### config.mk
export PLATFORM = sky130hd
export DESIGN_NAME = word_wrap_line_counter_unit_flat
export DESIGN_NICKNAME = d
export VERILOG_FILES = /design/src/rtl/wwlc_pkg.sv /design/src/rtl/wwlc_if.sv /design/src/rtl/word_wrap_line_counter_unit.sv /design/src/flat_wrapper.sv
export SDC_FILE = /design/constraint.sdc
export NUM_CORES = 1
export LEC_CHECK = 0
export BUFFER_PORTS_ARGS = -buffer_cell sky130_fd_sc_hd__buf_4
export CAP_MARGIN = 20
export CORE_ASPECT_RATIO = 1.5
export CORE_MARGIN = 5
export CORE_UTILIZATION = 31
export DETAILED_ROUTE_END_ITERATION = 10
export HOLD_SLACK_MARGIN = 0.02
export PLACE_DENSITY = 0.5
export SYNTH_ARGS = -nofsm -noshare
export SYNTH_HDL_FRONTEND = slang
export SYNTH_SLANG_ARGS = --single-unit
### constraint.sdc
create_clock -name clk -period 5.5 [get_ports clk]
set_clock_uncertainty 0.05 [all_clocks]
set_input_delay 0.825 -clock clk [delete_from_list [all_inputs] [get_ports clk]]
set_output_delay 0.825 -clock clk [all_outputs]
set_load 0.02 [all_outputs]
### src/rtl/wwlc_pkg.sv
// Package: widths, character codes, register map and sequencer states for the line counter.
`timescale 1ns / 1ps
package wwlc_pkg;

  localparam int BYTE_W   = 8;
  localparam int MAXLEN_W = 10;
  localparam int TAB_W    = 7;
  localparam int COL_W    = 11;
  localparam int SINCE_W  = 10;
  localparam int LINES_W  = 32;
  localparam int BACK_W   = 10;

  // Working column before masking: column + 1 can reach 2^COL_W.
  localparam int PCOL_W   = COL_W + 1;
  localparam int DIV_STEPS = PCOL_W;
  localparam int CNT_W    = $clog2(DIV_STEPS);

  localparam int APB_DW   = 32;
  localparam int APB_AW   = 3;

  localparam logic [BYTE_W-1:0] LINE_FEED  = 8'h0A;
  localparam logic [BYTE_W-1:0] TAB_CHAR   = 8'h09;
  localparam logic [BYTE_W-1:0] SPACE_CHAR = 8'h20;

  localparam logic [SINCE_W-1:0]  SINCE_MAX = {SINCE_W{1'b1}};
  localparam logic [LINES_W-1:0]  LINES_MAX = {LINES_W{1'b1}};

  localparam logic [MAXLEN_W-1:0] MAXLEN_RESET = 10'd80;
  localparam logic [TAB_W-1:0]    TAB_RESET    = 7'd8;

  // Register index, taken from paddr[2].
  localparam logic REG_WRAP_LEN = 1'b0;
  localparam logic REG_TAB_SIZE = 1'b1;

  typedef enum logic [1:0] {
    ST_IDLE,
    ST_EVAL,
    ST_DIV,
    ST_FIN
  } wwlc_state_t;

endpackage

### src/rtl/wwlc_if.sv
// Valid/ready channel interfaces for text bytes in and line results out.
`timescale 1ns / 1ps
interface wwlc_in_if import wwlc_pkg::*; ();
  logic              valid;
  logic              ready;
  logic [BYTE_W-1:0] text_byte;
  logic              is_last;

  modport source (output valid, output text_byte, output is_last, input ready);
  modport sink   (input valid, input text_byte, input is_last, output ready);
endinterface

interface wwlc_out_if import wwlc_pkg::*; ();
  logic               valid;
  logic               ready;
  logic               break_made;
  logic [BACK_W-1:0]  break_back;
  logic [LINES_W-1:0] lines_so_far;
  logic               final_flag;

  modport source (output valid, output break_made, output break_back,
                  output lines_so_far, output final_flag, input ready);
  modport sink   (input valid, input break_made, input break_back,
                  input lines_so_far, input final_flag, output ready);
endinterface

### src/rtl/word_wrap_line_counter_unit.sv
// Top level: greedy word-wrap line counter with iterative tab-stop remainder.
`timescale 1ns / 1ps
// word_wrap_line_counter_unit
//
// in_ch  : one request per text byte (text_byte, is_last). in_ch.ready is high
//          only while the sequencer is idle; one byte is in work at a time.
// out_ch : one result request per byte (break_made, break_back, lines_so_far,
//          final_flag), held in an output register until out_ch.ready.
// cfg_*  : APB-style write/read of the line length (0x0) and tab_size (0x4),
//          pready tied high. Write only while idle.
//
// Sequence: accept in idle -> evaluate state -> commit state. A tab that is
// not the last byte also passes through the restoring-remainder unit
// between evaluate and commit (one quotient bit per cycle over the 12-bit
// working column).
// The next byte is taken as soon as the result is parked in the output
// register; if the receiver stalls with a result still held, the next result
// waits in the commit state and in_ch.ready stays low until the register frees.
//
// Reset (rst_n low, synchronous): column, whitespace tracking and the line
// count clear, the line length returns to 80 and tab_size to 8, no result is
// pending. After a byte with is_last the text state clears again.
module word_wrap_line_counter_unit import wwlc_pkg::*; (
  input  logic              clk,
  input  logic              rst_n,
  wwlc_in_if.sink           in_ch,
  wwlc_out_if.source        out_ch,
  input  logic              cfg_psel,
  input  logic              cfg_penable,
  input  logic              cfg_pwrite,
  input  logic [APB_AW-1:0] cfg_paddr,
  input  logic [APB_DW-1:0] cfg_pwdata,
  output logic [APB_DW-1:0] cfg_prdata,
  output logic              cfg_pready
);

  // ---------------------------------------------------------------- config
  logic [MAXLEN_W-1:0] max_len_r;
  logic [TAB_W-1:0]    tab_size_r;
  logic                cfg_wr;

  assign cfg_pready = 1'b1;
  assign cfg_wr     = cfg_psel && cfg_penable && cfg_pwrite;

  always_ff @(posedge clk) begin
    if (!rst_n) begin
      max_len_r  <= MAXLEN_RESET;
      tab_size_r <= TAB_RESET;
    end else if (cfg_wr) begin
      case (cfg_paddr[2])
        REG_WRAP_LEN: max_len_r  <= cfg_pwdata[MAXLEN_W-1:0];
        REG_TAB_SIZE: tab_size_r <= cfg_pwdata[TAB_W-1:0];
        default:      ;
      endcase
    end
  end

  always_comb begin
    case (cfg_paddr[2])
      REG_WRAP_LEN: cfg_prdata = {{(APB_DW-MAXLEN_W){1'b0}}, max_len_r};
      REG_TAB_SIZE: cfg_prdata = {{(APB_DW-TAB_W){1'b0}}, tab_size_r};
      default:      cfg_prdata = '0;
    endcase
  end

  // Tab size zero behaves as one.
  logic [TAB_W-1:0] ts_eff;
  assign ts_eff = (tab_size_r == '0) ? TAB_W'(1) : tab_size_r;

  // ---------------------------------------------------------------- state
  wwlc_state_t state_r, state_nxt;

  logic [COL_W-1:0]   column_r;
  logic [SINCE_W-1:0] since_r;
  logic               space_seen_r;
  logic [LINES_W-1:0] line_total_r;

  // captured request
  logic [BYTE_W-1:0]  byte_r;
  logic               last_r;

  // pending result
  logic               res_made_r;
  logic [BACK_W-1:0]  res_back_r;
  logic [LINES_W-1:0] res_lines_r;

  // remainder unit
  logic [PCOL_W-1:0]  pcol_r;
  logic [PCOL_W-1:0]  dvd_r;
  logic [TAB_W-1:0]   rem_r;
  logic [CNT_W-1:0]   cnt_r;

  // output register
  logic               out_valid_r;
  logic               out_made_r;
  logic [BACK_W-1:0]  out_back_r;
  logic [LINES_W-1:0] out_lines_r;
  logic               out_final_r;

  // ---------------------------------------------------------------- evaluate
  // One byte's column/whitespace/line update, all but the tab stop.
  logic [PCOL_W-1:0]  col_inc;
  logic [COL_W-1:0]   k_cnt;
  logic               fits;
  logic [PCOL_W-1:0]  ev_pcol;
  logic [COL_W-1:0]   ev_col;
  logic [SINCE_W-1:0] ev_since;
  logic               ev_space;
  logic               ev_made;
  logic [BACK_W-1:0]  ev_back;
  logic               ev_tab;
  logic               ev_lf;      // byte ends as newline
  logic               ev_ss_in;
  logic [1:0]         ev_adds;
  logic [LINES_W:0]   lines_sum;
  logic [LINES_W-1:0] ev_lines;
  logic               do_plain;

  always_comb begin
    col_inc  = {1'b0, column_r} + PCOL_W'(1);
    k_cnt    = {1'b0, since_r} + COL_W'(1);
    fits     = col_inc < {{(PCOL_W-MAXLEN_W){1'b0}}, max_len_r};
    ev_pcol  = col_inc;
    ev_ss_in = space_seen_r;
    ev_made  = 1'b0;
    ev_back  = '0;
    ev_col   = '0;
    ev_since = since_r;
    ev_space = space_seen_r;
    ev_tab   = 1'b0;
    ev_lf    = 1'b0;
    do_plain = 1'b1;
    ev_adds  = 2'd0;

    if (!fits) begin
      ev_made  = 1'b1;
      ev_adds  = 2'd1;
      ev_since = '0;
      ev_space = 1'b0;
      ev_ss_in = 1'b0;
      if (space_seen_r) begin
        // earlier whitespace turns into the newline, recount after it
        ev_back = k_cnt[COL_W-1] ? SINCE_MAX : k_cnt[BACK_W-1:0];
        ev_pcol = {1'b0, k_cnt};
      end else begin
        // no whitespace on the line: this byte is replaced
        do_plain = 1'b0;
        ev_lf    = 1'b1;
      end
    end

    if (do_plain) begin
      ev_col = ev_pcol[COL_W-1:0];
      case (byte_r)
        LINE_FEED: begin
          ev_adds  = ev_adds + 2'd1;
          ev_lf    = 1'b1;
          ev_col   = '0;
          ev_space = 1'b0;
          ev_since = '0;
        end
        TAB_CHAR: begin
          ev_tab   = 1'b1;
          ev_space = 1'b1;
          ev_since = '0;
        end
        SPACE_CHAR: begin
          ev_space = 1'b1;
          ev_since = '0;
        end
        default: begin
          if (ev_ss_in && (ev_since != SINCE_MAX)) ev_since = ev_since + SINCE_W'(1);
        end
      endcase
    end

    if (last_r && !ev_lf) ev_adds = ev_adds + 2'd1;

    lines_sum = {1'b0, line_total_r} + {{(LINES_W-1){1'b0}}, ev_adds};
    ev_lines  = lines_sum[LINES_W] ? LINES_MAX : lines_sum[LINES_W-1:0];
  end

  // ---------------------------------------------------------------- remainder step
  // Restoring remainder, one dividend bit per cycle.
  logic [TAB_W:0]     div_trial;
  logic [TAB_W-1:0]   div_rem;
  logic [PCOL_W:0]    tab_sum;
  logic [COL_W-1:0]   tab_col;
  logic               div_done;

  always_comb begin
    div_trial = {rem_r, dvd_r[PCOL_W-1]};
    if (div_trial >= {1'b0, ts_eff}) div_rem = TAB_W'(div_trial - {1'b0, ts_eff});
    else                             div_rem = div_trial[TAB_W-1:0];
    tab_sum  = {1'b0, pcol_r} + {{(PCOL_W-TAB_W+1){1'b0}}, ts_eff}
             - {{(PCOL_W-TAB_W+1){1'b0}}, div_rem};
    tab_col  = tab_sum[COL_W-1:0];
    div_done = (cnt_r == CNT_W'(DIV_STEPS-1));
  end

  // ---------------------------------------------------------------- sequencer
  logic out_free;
  assign out_free = !out_valid_r || out_ch.ready;

  always_comb begin
    state_nxt = state_r;
    case (state_r)
      ST_IDLE: if (in_ch.valid) state_nxt = ST_EVAL;
      ST_EVAL: state_nxt = (ev_tab && !last_r) ? ST_DIV : ST_FIN;
      ST_DIV:  if (div_done) state_nxt = ST_FIN;
      ST_FIN:  if (out_free) state_nxt = ST_IDLE;
      default: state_nxt = ST_IDLE;
    endcase
  end

  logic accept_in, eval_go, div_go, fin_go;

  always_comb begin
    in_ch.ready = (state_r == ST_IDLE);
    accept_in   = (state_r == ST_IDLE) && in_ch.valid;
    eval_go     = (state_r == ST_EVAL);
    div_go      = (state_r == ST_DIV);
    fin_go      = (state_r == ST_FIN) && out_free;
  end

  always_ff @(posedge clk) begin
    if (!rst_n) state_r <= ST_IDLE;
    else        state_r <= state_nxt;
  end

  // text state
  always_ff @(posedge clk) begin
    if (!rst_n) begin
      column_r     <= '0;
      since_r      <= '0;
      space_seen_r <= 1'b0;
      line_total_r <= '0;
    end else if (eval_go) begin
      if (last_r) begin
        column_r     <= '0;
        since_r      <= '0;
        space_seen_r <= 1'b0;
        line_total_r <= '0;
      end else begin
        column_r     <= ev_col;
        since_r      <= ev_since;
        space_seen_r <= ev_space;
        line_total_r <= ev_lines;
      end
    end else if (div_go && div_done) begin
      column_r <= tab_col;
    end
  end

  // datapath payload
  always_ff @(posedge clk) begin
    if (accept_in) begin
      byte_r <= in_ch.text_byte;
      last_r <= in_ch.is_last;
    end
    if (eval_go) begin
      res_made_r  <= ev_made;
      res_back_r  <= ev_back;
      res_lines_r <= ev_lines;
      pcol_r      <= ev_pcol;
      dvd_r       <= ev_pcol;
      rem_r       <= '0;
    end else if (div_go) begin
      dvd_r <= {dvd_r[PCOL_W-2:0], 1'b0};
      rem_r <= div_rem;
    end
  end

  always_ff @(posedge clk) begin
    if (!rst_n)       cnt_r <= '0;
    else if (eval_go) cnt_r <= '0;
    else if (div_go)  cnt_r <= cnt_r + CNT_W'(1);
  end

  // output register
  always_ff @(posedge clk) begin
    if (!rst_n)                   out_valid_r <= 1'b0;
    else if (fin_go)              out_valid_r <= 1'b1;
    else if (out_ch.ready)        out_valid_r <= 1'b0;
  end

  always_ff @(posedge clk) begin
    if (fin_go) begin
      out_made_r  <= res_made_r;
      out_back_r  <= res_back_r;
      out_lines_r <= res_lines_r;
      out_final_r <= last_r;
    end
  end

  assign out_ch.valid        = out_valid_r;
  assign out_ch.break_made   = out_made_r;
  assign out_ch.break_back   = out_back_r;
  assign out_ch.lines_so_far = out_lines_r;
  assign out_ch.final_flag   = out_final_r;

endmodule

### src/flat_wrapper.sv
// flat-port wrapper written by rule: the top's interface ports become plain ports
module word_wrap_line_counter_unit_flat import wwlc_pkg::*;
  (clk, rst_n, cfg_psel, cfg_penable, cfg_pwrite, cfg_paddr, cfg_pwdata, cfg_prdata, cfg_pready, in_ch_valid, in_ch_text_byte, in_ch_is_last, in_ch_ready, out_ch_valid, out_ch_break_made, out_ch_break_back, out_ch_lines_so_far, out_ch_final_flag, out_ch_ready);
  wwlc_in_if in_ch_i ();
  wwlc_out_if out_ch_i ();
  input  logic clk;
  input  logic rst_n;
  input  logic cfg_psel;
  input  logic cfg_penable;
  input  logic cfg_pwrite;
  input  logic [APB_AW-1:0] cfg_paddr;
  input  logic [APB_DW-1:0] cfg_pwdata;
  output logic [APB_DW-1:0] cfg_prdata;
  output logic cfg_pready;
  input wire logic [$bits(in_ch_i.valid)-1:0] in_ch_valid;
  input wire logic [$bits(in_ch_i.text_byte)-1:0] in_ch_text_byte;
  input wire logic [$bits(in_ch_i.is_last)-1:0] in_ch_is_last;
  output wire logic [$bits(in_ch_i.ready)-1:0] in_ch_ready;
  output wire logic [$bits(out_ch_i.valid)-1:0] out_ch_valid;
  output wire logic [$bits(out_ch_i.break_made)-1:0] out_ch_break_made;
  output wire logic [$bits(out_ch_i.break_back)-1:0] out_ch_break_back;
  output wire logic [$bits(out_ch_i.lines_so_far)-1:0] out_ch_lines_so_far;
  output wire logic [$bits(out_ch_i.final_flag)-1:0] out_ch_final_flag;
  input wire logic [$bits(out_ch_i.ready)-1:0] out_ch_ready;
  assign in_ch_i.valid = in_ch_valid;
  assign in_ch_i.text_byte = in_ch_text_byte;
  assign in_ch_i.is_last = in_ch_is_last;
  assign in_ch_ready = in_ch_i.ready;
  assign out_ch_valid = out_ch_i.valid;
  assign out_ch_break_made = out_ch_i.break_made;
  assign out_ch_break_back = out_ch_i.break_back;
  assign out_ch_lines_so_far = out_ch_i.lines_so_far;
  assign out_ch_final_flag = out_ch_i.final_flag;
  assign out_ch_i.ready = out_ch_ready;
  word_wrap_line_counter_unit u_core (.clk(clk), .rst_n(rst_n), .in_ch(in_ch_i), .out_ch(out_ch_i), .cfg_psel(cfg_psel), .cfg_penable(cfg_penable), .cfg_pwrite(cfg_pwrite), .cfg_paddr(cfg_paddr), .cfg_pwdata(cfg_pwdata), .cfg_prdata(cfg_prdata), .cfg_pready(cfg_pready));
endmodule
==> metrics.md, run 1 <==
| Metric | Value |
|---|---|
| Register Area | `5280 um2` |
| Die Y | `238 um` |
| Total Die Area | `38500 um2` |
| GRT overflow | `0` |
| Core Footprint | `34300 um2` |
| Hold-fix buffers at CTS | `0` |
| YS warnings | `0` |
| Critical path's top delay family | `simple AND/OR/NAND/NOR gates` |
| Clk buf depth | `3` |
| Postcts setup bufs | `0` |
| Chip width | `162 um` |
| Row Count | `83` |
| Syn avg cell area | `10.0 um2` |
| Headroom to the max-slew limit | `0.407` |
| Post-DP Area | `11900 um2` |
| Cells along the critical path | `nand4_2, nor2_1, xnor2_2, inv_1, ha_1, nand3_1, o221ai_1, a221o_1, nor2_2, inv_2, ha_1, nand3_1, xor2_1, a21oi_1, fa_1, nand3_1, or2_2, or3_4, nor3_2, mux2_1` |
| Setup TNS | `0 ns` |
| Final ANT Viol Nets | `0` |
| Fmax | `195 MHz` |
| Commonest cells after routing, fill and taps aside | `119 x edfxtp_1, 115 x nand2_1, 112 x buf_4` |
| Finished Cell Area | `12500 um2` |
| H-tree levels | `1` |
| CP required | `5.69 ns` |
| LEAKAGE | `4.82 nW` |
| Final net count | `1263` |
| Area taken by multi-input logic gates | `4930 um2` |
| CP bufs+invs | `2` |
| Cell mode on critical path | `nand3_1` |
| Yosys reg bits | `204` |
| Via count | `7918` |
| Cell Pwr Density | `499 nW/um2` |
| Largest net degree at the start of global routing | `68` |
| Crit share post-route | `0.933` |
| Synth Instances | `1072` |
| Io pins | `130` |
| CTS tree | `done` |
| Clock input transition at the sequential cells of the worst setup and hold paths | `0.06 ns` |
| Top cells by area, synth | `edfxtp_1 33%, dfxtp_1 16%, ha_1 4.4%` |
| Root Driver | `clkbuf_16` |
| Sequential area share after synthesis | `0.491` |
| CTS buffer count | `21` |
| Critical path class | `reg2reg` |
| DR vias/cell | `4.94` |
| Fin. Hold Viols | `0` |
| Number of flops mapped to enable cells by yosys | `119` |
| CP startpoint kind | `flip-flop` |
| Post-Syn Area | `10700 um2` |
| Commonest non-fill, non-tap cell in the layout | `edfxtp_1` |
| Library cells used by synthesis | `78` |
| CP max stage delay | `0.44 ns` |
| Worst-Margin Slew | `0.886 ns` |
| Maxcap violations | `0` |
| Dpl hpwl | `20200 um` |
| Slowest-stage cell, CP | `a221o_1` |
| Setup-failing EPs final | `0` |
| Post-route minimum period | `5.13 ns` |
| Count of input and output buffers | `82` |
| WP data arrival | `5.33 ns` |
| Worst Hold Class | `reg2reg` |
| Fin. max-slew vios | `0` |
| Synth area leader | `edfxtp_1` |
| Max rail drop VDD | `0.000233 V` |
| Synthesis-to-layout area growth | `16.7%` |
| GRT Util Overall | `0.140` |
| Vias in the first global route | `7975` |
| Yosys top cell area share | `0.333` |
| Layout fillers | `3425` |
| WL/cell | `17.2 um` |
| RSZ-0062 raised after global routing | `false` |
| Gpl congestion | `0.911` |
| Antenna Cells | `0` |
| 1st-iter DRT viols | `405` |
| FFs w/ async S/R, synth | `0` |
| Drt drc | `0` |
| Global-route wire length before repair | `43400 um` |
| Worst hold slack | `0.367 ns` |
| Crit-path max FO | `6` |
| Antenna violations before repair | `0` |
| Status | `finished, final reports clean` |
| Worst-skew pair later-pin latency | `0.50 ns` |
| Layout cell share with drive strength beyond 1 | `0.159` |
| CTS resizes | `0` |
| DR pass1 iterations | `5` |
| Crit end category | `flip-flop` |
| Starting density of the core | `0.313` |
| Ys flop type | `edfxtp_1` |
| Total Wirelength | `27600 um` |
| CTS sink count | `204` |
metal layers:
layer | vias to the layer above | GRT usage | wire length (um)
met3 | 45 | 0.0168 | 783
met2 | 138 | 0.279 | 15400
li1 | 3964 | - | -
met4 | 0 | 0.0618 | 1100
met1 | 3771 | 0.145 | 10300
met5 | - | 0 | 0
stage by stage:
step	cells	power, W	utilization	setup WS, ns
finish	1604	0.00625	0.366	0.366
global route	1604	0.00673	0.366	0.00881
global placement	1566	0.00495	0.346	0.216
detailed placement	1566	0.00499	0.346	0.189
CTS	1603	0.00632	0.364	0.147
floorplan	1093	0.00414	-	0.520
synth_stat cells (15+ instances only):
| cell | n |
|---|---|
| dfxtp_1 | 85 |
| nand3_1 | 36 |
| xnor2_1 | 25 |
| o21ai_0 | 59 |
| inv_1 | 81 |
| a21boi_0 | 17 |
| edfxtp_1 | 119 |
| ha_1 | 38 |
| and3_1 | 15 |
| nor3_1 | 15 |
| nor2_1 | 63 |
| nor2b_1 | 16 |
| buf_4 | 24 |
| xor2_1 | 21 |
| mux2_2 | 16 |
| clkbuf_1 | 27 |
| nand2_1 | 115 |
| a21oi_1 | 46 |
| o21ai_1 | 24 |
layout make-up:
cell class                 instances  area share
sequential                       204       0.421
multi-input combinational        742       0.394
timing repair buffer             114      0.0709
clock buffer                      28      0.0440
tap                              425      0.0424
inverter                          82      0.0246
clock inverter                     9     0.00339
sequential cells by signal, summed over array words and instances (netlist names):
name / flops
u_core.byte_r: 8
u_core.cnt_r: 4
u_core.column_r: 11
u_core.dvd_r: 12
u_core.last_r: 1
u_core.line_total_r: 32
u_core.max_len_r: 10
u_core.out_ch.break_back: 10
u_core.out_ch.break_made: 1
u_core.out_ch.final_flag: 1
u_core.out_ch.lines_so_far: 32
u_core.out_ch.valid: 1
u_core.pcol_r: 11
u_core.rem_r: 7
u_core.res_back_r: 10
u_core.res_lines_r: 32
u_core.res_made_r: 1
u_core.since_r: 10
u_core.space_seen_r: 1
u_core.state_r: 2
u_core.tab_size_r: 7
worst paths after layout:
check | from | endpoint | slack [ns] | cells past startpoint
setup / recovery | u_core.column_r[4] | u_core.res_lines_r[28] | 0.37 | 20
hold / removal | u_core.res_lines_r[26] | u_core.out_ch.lines_so_far[26] | 0.37 | 0
setup reg to reg | u_core.column_r[4] | u_core.res_lines_r[28] | 0.37 | 20
hold reg to reg | u_core.res_lines_r[26] | u_core.out_ch.lines_so_far[26] | 0.37 | 0
cell families (layout without fill, tap and decap cells):
| group | after synthesis | after routing | synth area share |
|---|---|---|---|
| compound gates | 254 | 254 | 0.154 |
| other cells | 2 | 23 | 0.000699 |
| xor+xnor | 46 | 46 | 0.0375 |
| buf+inv | 147 | 233 | 0.0632 |
| fa+ha+maj | 47 | 47 | 0.0610 |
| flops | 204 | 204 | 0.491 |
| simple gates | 341 | 341 | 0.162 |
| mux | 31 | 31 | 0.0310 |
power breakdown:
| group | internal, W | leakage [nW] | switching (W) |
|---|---|---|---|
| Clock | 0.000704 | 0.289 | 0.000585 |
| Sequential | 0.00208 | 1.81 | 0.000158 |
| Combinational | 0.00107 | 2.72 | 0.00165 |
(Power assumes the default switching activity.)
==> run 2: changes to the inputs <==
Settings changed: BUFFER_PORTS_ARGS -buffer_cell sky130_fd_sc_hd__buf_4 to -buffer_cell sky130_fd_sc_hd__buf_2.
==> run 2 against run 1 <==
Effect of this change: count of clock-buffer cells in the layout increased by 2; combinational power about the same; first-iteration DRC count decreased by 2.5%; largest power group unchanged; sequential cell count unchanged; power increased by 2.8%; fmax decreased by 0.64%; clock power increased by 14%; die area unchanged; sequential power about the same; final cell count increased by 0.31%.
==> metrics.md, run 2 (synthesis gave the netlist of run 1 again) <==
| Metric | Value |
|---|---|
| Status | `finished, final reports clean` |
| Headroom to the max-slew limit | `0.447 (+0.0409)` |
| Fin. Hold Viols | `0 (unchanged)` |
| Die Y | `238 um (unchanged)` |
| Vias in the first global route | `8125 (+1.9%)` |
| Commonest non-fill, non-tap cell in the layout | `edfxtp_1` |
| Worst-Margin Slew | `0.806 ns (-0.0804 ns)` |
| Antenna violations before repair | `0 (unchanged)` |
| Clk buf depth | `3 (unchanged)` |
| Critical path startpoint | `u_core.tab_size_r[1]` |
| Starting density of the core | `0.313 (unchanged)` |
| Crit end category | `flip-flop` |
| Synthesis-to-layout area growth | `16.1%` |
| Cell Pwr Density | `515 nW/um2 (+3.3%)` |
| CTS sink count | `204 (unchanged)` |
| Total Die Area | `38500 um2 (unchanged)` |
| WP data arrival | `5.50 ns (+0.17 ns)` |
| Total power | `0.00642 W (+2.8%)` |
| Fin. max-slew vios | `0 (unchanged)` |
| CP bufs+invs | `3 (+1)` |
| Count of input and output buffers | `82 (unchanged)` |
| Row Count | `83 (unchanged)` |
| Drt drc | `0 (unchanged)` |
| Setup-failing EPs final | `0 (unchanged)` |
| CP max stage delay | `0.54 ns (+0.10 ns)` |
| Layout cell share with drive strength beyond 1 | `0.166 (+0.00608)` |
| Final net count | `1266 (+0.24%)` |
| Core Footprint | `34300 um2 (unchanged)` |
| Largest net degree at the start of global routing | `48 (-29%)` |
| Maxcap violations | `0 (unchanged)` |
| Setup TNS | `0 ns (unchanged)` |
| Final ANT Viol Nets | `0 (unchanged)` |
| Global-route wire length before repair | `43900 um (+1.2%)` |
| Postcts setup bufs | `0 (unchanged)` |
| Worst-skew pair later-pin latency | `0.51 ns (about the same)` |
| Fmax | `194 MHz (-0.64%)` |
| Worst Hold Class | `reg2reg` |
| CTS tree | `done` |
| Io pins | `130 (unchanged)` |
| Total Wirelength | `27900 um (+0.96%)` |
| Crit-path max FO | `5 (-1)` |
| CTS buffer count | `22 (+4.8%)` |
| Commonest cells after routing, fill and taps aside | `119 x edfxtp_1, 115 x nand2_1, 85 x dfxtp_1` |
| Layout Cells excl Fill | `1609 (+0.31%)` |
| Post-route minimum period | `5.17 ns (+0.0328 ns)` |
| Antenna Cells | `0 (unchanged)` |
| GRT Util Overall | `0.142 (+0.00149)` |
| Slowest-stage cell, CP | `fa_1` |
| DR vias/cell | `4.98 (+0.90%)` |
| Max rail drop VDD | `0.000266 V (+14%)` |
| Critical path class | `reg2reg` |
| Cells along the critical path | `nor4_1, a31oi_1, inv_1, ha_1, inv_1, fa_1, a21o_1, a211oi_2, o221ai_2, mux2_2, fa_1, inv_1, fa_1, a211oi_1, o21bai_1, a21boi_0, nor4_1, nor3b_1, o31ai_1` |
| LEAKAGE | `4.84 nW (+0.28%)` |
| WL/cell | `17.3 um (+0.64%)` |
| Crit share post-route | `0.939 (+0.00596)` |
| Placed cell count | `1568 (+0.13%)` |
| DR pass1 iterations | `5 (unchanged)` |
| Clock input transition at the sequential cells of the worst setup and hold paths | `0.06 ns (about the same)` |
| Worst hold start | `u_core.res_lines_r[21]` |
| RR Startpoint | `u_core.tab_size_r[1]` |
| Dpl hpwl | `20400 um (+0.88%)` |
| Root Driver | `clkbuf_16` |
| RSZ-0062 raised after global routing | `false` |
| Chip width | `162 um (unchanged)` |
| CP startpoint kind | `flip-flop` |
| H-tree levels | `1 (unchanged)` |
| Via count | `8014 (+1.2%)` |
| Critical path's top delay family | `compound AO/OA/AOI/OAI gates` |
| CP required | `5.83 ns (+0.14 ns)` |
| Gpl congestion | `0.915 (+0.37%)` |
| GRT overflow | `0 (unchanged)` |
| 1st-iter DRT viols | `395 (-2.5%)` |
## run 2: per-layer routing
metal  track usage  up-vias  routed length (um)
li1              -     3980                   -
met1         0.147     3853               10400
met2         0.281      136               15500
met4        0.0605        0                1160
met5             0        -                   0
met3        0.0187       45                 880
## run 2: what timing repair did
item | 4_1_cts | 5_1_grt
hold buffers | 0 | 0
gates resized for setup | 0 | 8
endpoints found under the setup margin | 0 | 23
## run 2: final timing paths
check,end,slack (ns),depth (start not counted)
setup / recovery,u_core.column_r[10],0.33,19
hold / removal,u_core.out_ch.lines_so_far[21],0.36,0
setup reg to reg,u_core.column_r[10],0.33,19
hold reg to reg,u_core.out_ch.lines_so_far[21],0.36,0
## run 2: worst register-to-register path: cells and delay by family (launching register included)
family | cells | cell delay (ns)
compound gates | 8 | 1.83
fa+ha+maj | 4 | 1.58
buf+inv | 3 | 0.23
flops | 1 | 0.33
mux | 1 | 0.35
simple gates | 3 | 0.68
## run 2: area by class of cell
type                            instances  area [um2]
Timing Repair Buffer                  116         711
Fill cell                            3428       21800
Clock inverter                         10        57.6
Tap cell                              425         532
Sequential cell                       204        5280
Inverter                               82         308
Clock buffer                           30         663
Multi-Input combinational cell        742        4920
## run 2: through the flow
stage               setup slack (ns)  cell area [um2]  hold slack [ns]   util
global placement               0.234            11700            0.354  0.341
CTS                            0.152            12400            0.360  0.362
global route                 0.00635            12500            0.374  0.364
detailed placement             0.172            11700            0.355  0.341
finish                         0.333            12500            0.358  0.364
floorplan                      0.520            10800            0.350      -
## run 2: where the power goes
group	switching (W)	internal [W]	leakage, nW
registers	0.000153	0.00207	1.81
clock network	0.000618	0.000847	0.351
logic	0.00167	0.00106	2.68
